--- src/rtl/textured_wall_column_sampler_core_assert.svh ---
// ----------------------------------------------------------------------------
// Assertion macros for the textured wall column sampler
// Concurrent property checks, clocked on clk_i and disabled during reset.
// ----------------------------------------------------------------------------
`ifndef TEXTURED_WALL_COLUMN_SAMPLER_CORE_ASSERT_SVH
`define TEXTURED_WALL_COLUMN_SAMPLER_CORE_ASSERT_SVH

`ifndef SYNTH
// Same-cycle implication.
`define TWS_ASSERT_IMP(lbl, pre, post, msg) \
  lbl: assert property (@(posedge clk_i) disable iff (!rst_ni) (pre) |-> (post)) \
    else $error(msg);
// Next-cycle implication.
`define TWS_ASSERT_NEXT(lbl, pre, post, msg) \
  lbl: assert property (@(posedge clk_i) disable iff (!rst_ni) (pre) |=> (post)) \
    else $error(msg);
`else
`define TWS_ASSERT_IMP(lbl, pre, post, msg)
`define TWS_ASSERT_NEXT(lbl, pre, post, msg)
`endif

`endif

--- src/rtl/tws_pkg.sv ---
// ----------------------------------------------------------------------------
// tws_pkg
// Shared constants, codes and types of the textured wall column sampler.
// ----------------------------------------------------------------------------
`default_nettype none

package tws_pkg;

  localparam int unsigned TEX_SIZE_DEF = 64;

  localparam int unsigned SCREEN_H_W  = 13;
  localparam logic [SCREEN_H_W-1:0] SCREEN_H_RST = 13'd480;

  localparam int unsigned COLOR_W     = 24;
  localparam int unsigned FACE_W      = 2;
  localparam int unsigned FACE_ADDR_W = 12;
  localparam int unsigned MEM_ADDR_W  = FACE_W + FACE_ADDR_W;
  localparam int unsigned MEM_DEPTH   = 1 << MEM_ADDR_W;
  localparam int unsigned HEIGHT_W    = 16;
  localparam int unsigned ROW_W       = 12;
  localparam int unsigned END_W       = 13;
  localparam int unsigned COL_W       = 12;

  // Each channel halved: the top bit of every byte is cleared.
  localparam logic [COLOR_W-1:0] HALF_MASK = 24'h7F7F7F;

  typedef enum logic [1:0] {
    ACT_LOAD  = 2'd0,
    ACT_START = 2'd1,
    ACT_ROW   = 2'd2
  } action_e;

  typedef enum logic [1:0] {
    FACE_NORTH = 2'd0,
    FACE_SOUTH = 2'd1,
    FACE_EAST  = 2'd2,
    FACE_WEST  = 2'd3
  } face_e;

  typedef struct packed {
    logic                  wr_en;
    logic                  rd_en;
    logic [MEM_ADDR_W-1:0] addr;
    logic [COLOR_W-1:0]    wdata;
  } mem_req_t;

endpackage

`default_nettype wire

--- src/rtl/tws_step_div.sv ---
// ----------------------------------------------------------------------------
// tws_step_div
// Restoring divider, one quotient bit a cycle, for (TEX_SIZE << 16) / height.
// ----------------------------------------------------------------------------
`default_nettype none

module tws_step_div #(
  parameter int unsigned TEX_SIZE = tws_pkg::TEX_SIZE_DEF
) (
  input  logic                          clk_i,
  input  logic                          rst_ni,
  input  logic                          start_i,
  input  logic [tws_pkg::HEIGHT_W-1:0]  divisor_i,
  output logic                          done_o,
  output logic [31:0]                   quot_o
);
  import tws_pkg::*;

  localparam int unsigned TEX_W = $clog2(TEX_SIZE);
  localparam int unsigned DVD_W = TEX_W + 17;
  localparam int unsigned CNT_W = $clog2(DVD_W + 1);
  localparam logic [DVD_W-1:0] DIVIDEND = DVD_W'(TEX_SIZE) << 16;

  logic [CNT_W-1:0]    cnt_q;
  logic                done_q;
  logic [HEIGHT_W-1:0] rem_q;
  logic [HEIGHT_W-1:0] div_q;
  logic [DVD_W-1:0]    dvd_q;
  logic [DVD_W-1:0]    quot_q;

  logic [HEIGHT_W:0]   rem_sh;
  logic [HEIGHT_W+1:0] diff;
  logic                q_bit;
  logic [HEIGHT_W-1:0] rem_d;

  always_comb begin
    rem_sh = {rem_q, dvd_q[DVD_W-1]};
    diff   = {1'b0, rem_sh} - {2'b00, div_q};
    q_bit  = ~diff[HEIGHT_W+1];
    rem_d  = q_bit ? diff[HEIGHT_W-1:0] : rem_sh[HEIGHT_W-1:0];
  end

  always_ff @(posedge clk_i or negedge rst_ni) begin
    if (!rst_ni) begin
      cnt_q  <= '0;
      done_q <= 1'b0;
    end else begin
      done_q <= (cnt_q == CNT_W'(1));
      if (start_i) begin
        cnt_q <= CNT_W'(DVD_W);
      end else if (cnt_q != '0) begin
        cnt_q <= cnt_q - CNT_W'(1);
      end
    end
  end

  always_ff @(posedge clk_i) begin
    if (start_i) begin
      rem_q  <= '0;
      div_q  <= divisor_i;
      dvd_q  <= DIVIDEND;
      quot_q <= '0;
    end else if (cnt_q != '0) begin
      rem_q  <= rem_d;
      dvd_q  <= dvd_q << 1;
      quot_q <= {quot_q[DVD_W-2:0], q_bit};
    end
  end

  assign done_o = done_q;
  assign quot_o = 32'(quot_q);

endmodule

`default_nettype wire

--- config.mk ---
export PLATFORM = sky130hd
export DESIGN_NAME = tws_step_div
export DESIGN_NICKNAME = d
export VERILOG_FILES = /design/src/rtl/textured_wall_column_sampler_core_assert.svh /design/src/rtl/tws_pkg.sv /design/src/rtl/tws_step_div.sv
export SDC_FILE = /design/constraint.sdc
export NUM_CORES = 1
export LEC_CHECK = 0
export BUFFER_PORTS_ARGS = -buffer_cell sky130_fd_sc_hd__buf_2
export CORE_ASPECT_RATIO = 1.2
export CORE_UTILIZATION = 36
export CTS_BUF_LIST = sky130_fd_sc_hd__clkbuf_4 sky130_fd_sc_hd__clkbuf_8
export CTS_CLUSTER_SIZE = 12
export DETAILED_ROUTE_END_ITERATION = 8
export PLACE_DENSITY_LB_ADDON = 0.2
export SLEW_MARGIN = 10
export SYNTH_ARGS = -nofsm -noshare
export SYNTH_HDL_FRONTEND = slang
export SYNTH_SLANG_ARGS = --single-unit
--- constraint.sdc ---
create_clock -name clk_i -period 2.3 [get_ports clk_i]
set_input_delay 0.46 -clock clk_i [delete_from_list [all_inputs] [get_ports clk_i]]
set_output_delay 0.46 -clock clk_i [all_outputs]
set_load 0.005 [all_outputs]
==> impl_metrics.ini <==
[route]
routedWlPerCell_um = 12.9
route.detailed.vias_per_inst = 4.92
firstDrtPassIters = 4
wirelength_um = 7300
first_iteration_detailed_routing_drc_count = 143
detail-route-antenna-nets = 0
routed-via-count = 2777
drc = 0

[floorplanning]
boundaryPins = 52
core_sq_um = 8750
row_count = 37
start_util_pct = 37.7
chipWidth_um = 89.4
die_h_um = 107
die_footprint_sq_um = 9560

[clock_tree]
cts-root-buf = clkbuf_8
cts.sinks = 62
ctsLongestPathBuffers = 2
tritoncts = yes
cts_made_buffers = 9
clock_tree.htree_level_count = 3
worst_path_clk_slew_ns = 0.08
worst_skew_pair.late_latency_ns = 0.35

[critical_path]
worst_setup_path_start_kind = register
worst_path_dominant_cell_family = simple AND/OR/NAND/NOR gates
r2r-end = rem_q[15]$_SDFFE_PP0P_
reg2regPathDepth = 10
crit_arrival_ns = 2.52
critPathRequiredTime_ns = 2.54
critical_path_class = reg2reg
cells_traversed_along_the_worst_timing_path = inv_2, ha_4, nand4_1, or3b_4, a211oi_4, nor3_2, buf_4, buf_6, nand4b_1, nor3b_2
crit_path_end_kind = register
worstSetupPathDepth = 10
critPathBufInv = 3
setup.reg_to_reg.worst_slack_ns = 0.03
worst_path_max_delay_cell = or3b_4
path_max_fanout = 4
critical_path.reg2reg.startpoint = div_q[14]$_DFFE_PP_
timing.critical_path.slowest_cell_delay_ns = 0.44

[cells_and_area]
synthToLayoutAreaGrowth_pct = 25.9
drive_above_1_share_pct = 27.2
n_fill_cell = 850
num_antenna_cells = 0
finish.net_count = 482

[yosys]
post_synth_instance_area_sq_um = 3300
synth_sequential_area_ratio_pct = 43.4
ys_dominant_reg_cell = dfxtp_1
post_synth_inst_count = 375
synthTopCellsByCount = nand2_1, a21oi_1, dfxtp_1, inv_1, ha_1
yosysUniqueCellTypes = 52
post_synthesis_mean_instance_area_sq_um = 8.80
asyncSetResetFlopFracSynth_pct = 9.68
post-synth-top-area-fraction_pct = 24.3
yosys_register_bits = 62
synth_edf_count = 16
synth.largest_area_cell = dfxtp_1
post_synth_main_area_contributors = dfxtp_1, edfxtp_1, nand2_1, ha_1, a21oi_1
synth.yosys.warnings = 0
synth.most_common_cell = nand2_1

[pwr]
p_sw_uw = 1560
power.density_nw_per_um2 = 1060
power.combinational.fraction_pct = 44.2
leakagePower_uw = 0.00177
sw_frac_of_total_pct = 35.4
power.internal_uw = 2860
power_frac_seq_pct = 31.7
ir_drop_v = 0.000384
power_frac_clock_pct = 24.1

[global_route]
total_global_route_track_usage_pct = 17.0
grt_first_pass_wirelength_um = 12300
globalRoute.totalOverflow = 0
initial_antenna_violation_count = 0
vias_in_the_first_global_route = 2689
grt_start_max_net_pins = 33

[sta]
finalMaxSlewViolations = 0
slew_headroom_pct = 53.6
max_slew.worst_pin.slew_ns = 0.696
skew_final_ns = 0.00832
max_freq_ghz = 0.440
finalCriticalPeriod_ns = 2.27
min_period_over_period_pct = 98.9
unrepaired_setup_endpoints_after_global_routing = yes
setup_total_negative_slack_ns = 0
setup_viol = 0
timing.final.hold_violations = 0
hold_slack_ns = 0.279

[outcome]
status = finished clean

[min_path]
holdPathEnd = div_q[14]$_DFFE_PP_
hold_depth = 1
hold_class = in2reg
hold_path.startpoint = divisor_i[14]

[placed_design]
gp_congestion = 0.815
detailedPlacementHpwl_um = 5080
port_buffer_count = 42

[run]
maxCapViolCount = 0
[worst register-to-register path, cell delays in order (launching register included)]
cell      delay (ns)
edfxtp_1        0.35
inv_2           0.05
ha_4            0.25
nand4_1         0.14
or3b_4          0.44
a211oi_4        0.25
nor3_2          0.09
buf_4           0.16
buf_6           0.11
nand4b_1        0.15
nor3b_2         0.16
[power by group through the flow]
stage | sequential [uW] | clock, uW | combinational (uW)
floorplan | 1380 | 0 | 1240
global placement | 1410 | 0 | 1810
detailed placement | 1410 | 0 | 1820
CTS | 1390 | 1100 | 1850
global route | 1420 | 1140 | 2170
finish | 1400 | 1070 | 1950
[per-stage QoR]
stage | cell area (sq um) | instances | utilization, % | power, uW | setup WS, ns
detailed placement | 3800 | 547 | 43.4 | 3230 | -0.00286
global placement | 3800 | 547 | 43.4 | 3220 | 0.0130
CTS | 4040 | 564 | 46.2 | 4340 | 0.00210
global route | 4150 | 565 | 47.5 | 4730 | -0.0471
finish | 4150 | 565 | 47.5 | 4420 | 0.0253
floorplan | 3330 | 383 | - | 2620 | 0.0390
[worst max-delay path by stage]
| stage | start | end | slack, ns |
|---|---|---|---|
| 6_report | div_q[14]$_DFFE_PP_ | rem_q[15]$_SDFFE_PP0P_ | 0.03 |
| 3_5_place_dp | div_q[14]$_DFFE_PP_ | rem_q[15]$_SDFFE_PP0P_ | -0.003 |
| 3_3_place_gp | div_q[11]$_DFFE_PP_ | rem_q[15]$_SDFFE_PP0P_ | 0.01 |
| 4_1_cts | div_q[14]$_DFFE_PP_ | rem_q[15]$_SDFFE_PP0P_ | 0.002 |
| 5_1_grt | div_q[14]$_DFFE_PP_ | rem_q[15]$_SDFFE_PP0P_ | -0.05 |
| 2_1_floorplan | dvd_q[22]$_SDFFE_PP1P_ | rem_q[14]$_SDFFE_PP0P_ | 0.04 |
[repair_timing]
item | 4_1_cts | 5_1_grt
hold endpoints to repair | 6 | 0
setup endpoints to repair | 2 | 17
hold buffers | 1 | 0
pin swaps | 1 | 15
setup buffers | 0 | 1
resized for setup | 4 | 21
gates cloned | 0 | 0
[cell usage in the layout (no fill, tap or decap), types with 7 or more instances in the layout]
cell      instances
clkbuf_8          9
a21oi_1          42
edfxtp_1         16
o21ai_0           7
dfxtp_1          39
buf_2            42
inv_1            22
ha_1             15
a31oi_1          12
nor2_1            8
nand3_1          15
conb_1            9
xnor2_1           7
nand2_1          69
a21o_1            9
buf_4            33
[final cells by class]
type                       count  area (sq um)  area share [%]
clock buffer                  10           131            3.16
clock inverter                 6          85.1            2.05
inverter                      26          97.6            2.35
sequential                    62          1430            34.5
tap                          117           146            3.52
timing repair buffer          79           510            12.3
multi-input combinational    265          1750            42.1
[flip-flops by register name, indices dropped and copies added, names as in the netlist]
| name | count |
|---|---|
| dvd_q | 1 |
| done_o | 1 |
| quot_q | 23 |
| div_q | 16 |
| cnt_q | 5 |
| rem_q | 16 |
[cell families after synthesis]
| kind of cell | after synthesis | synth area share (%) |
|---|---|---|
| simple gates | 122 | 16.9 |
| compound gates | 101 | 20.2 |
| mux | 3 | 0.948 |
| buf+inv | 56 | 7.96 |
| fa+ha+maj | 20 | 7.81 |
| flops | 62 | 43.4 |
| xor+xnor | 10 | 2.65 |
| other cells | 1 | 0.114 |
[metal layers]
| metal | vias up | wire (um) | GRT usage, % |
|---|---|---|---|
| li1 | 1433 | - | - |
| met1 | 1284 | 3480 | 21.2 |
| met2 | 48 | 3460 | 27.2 |
| met3 | 12 | 198 | 3.00 |
| met4 | 0 | 162 | 9.41 |
| met5 | - | 0 | 0 |
Note: power is estimated with default switching activity, not from simulation.
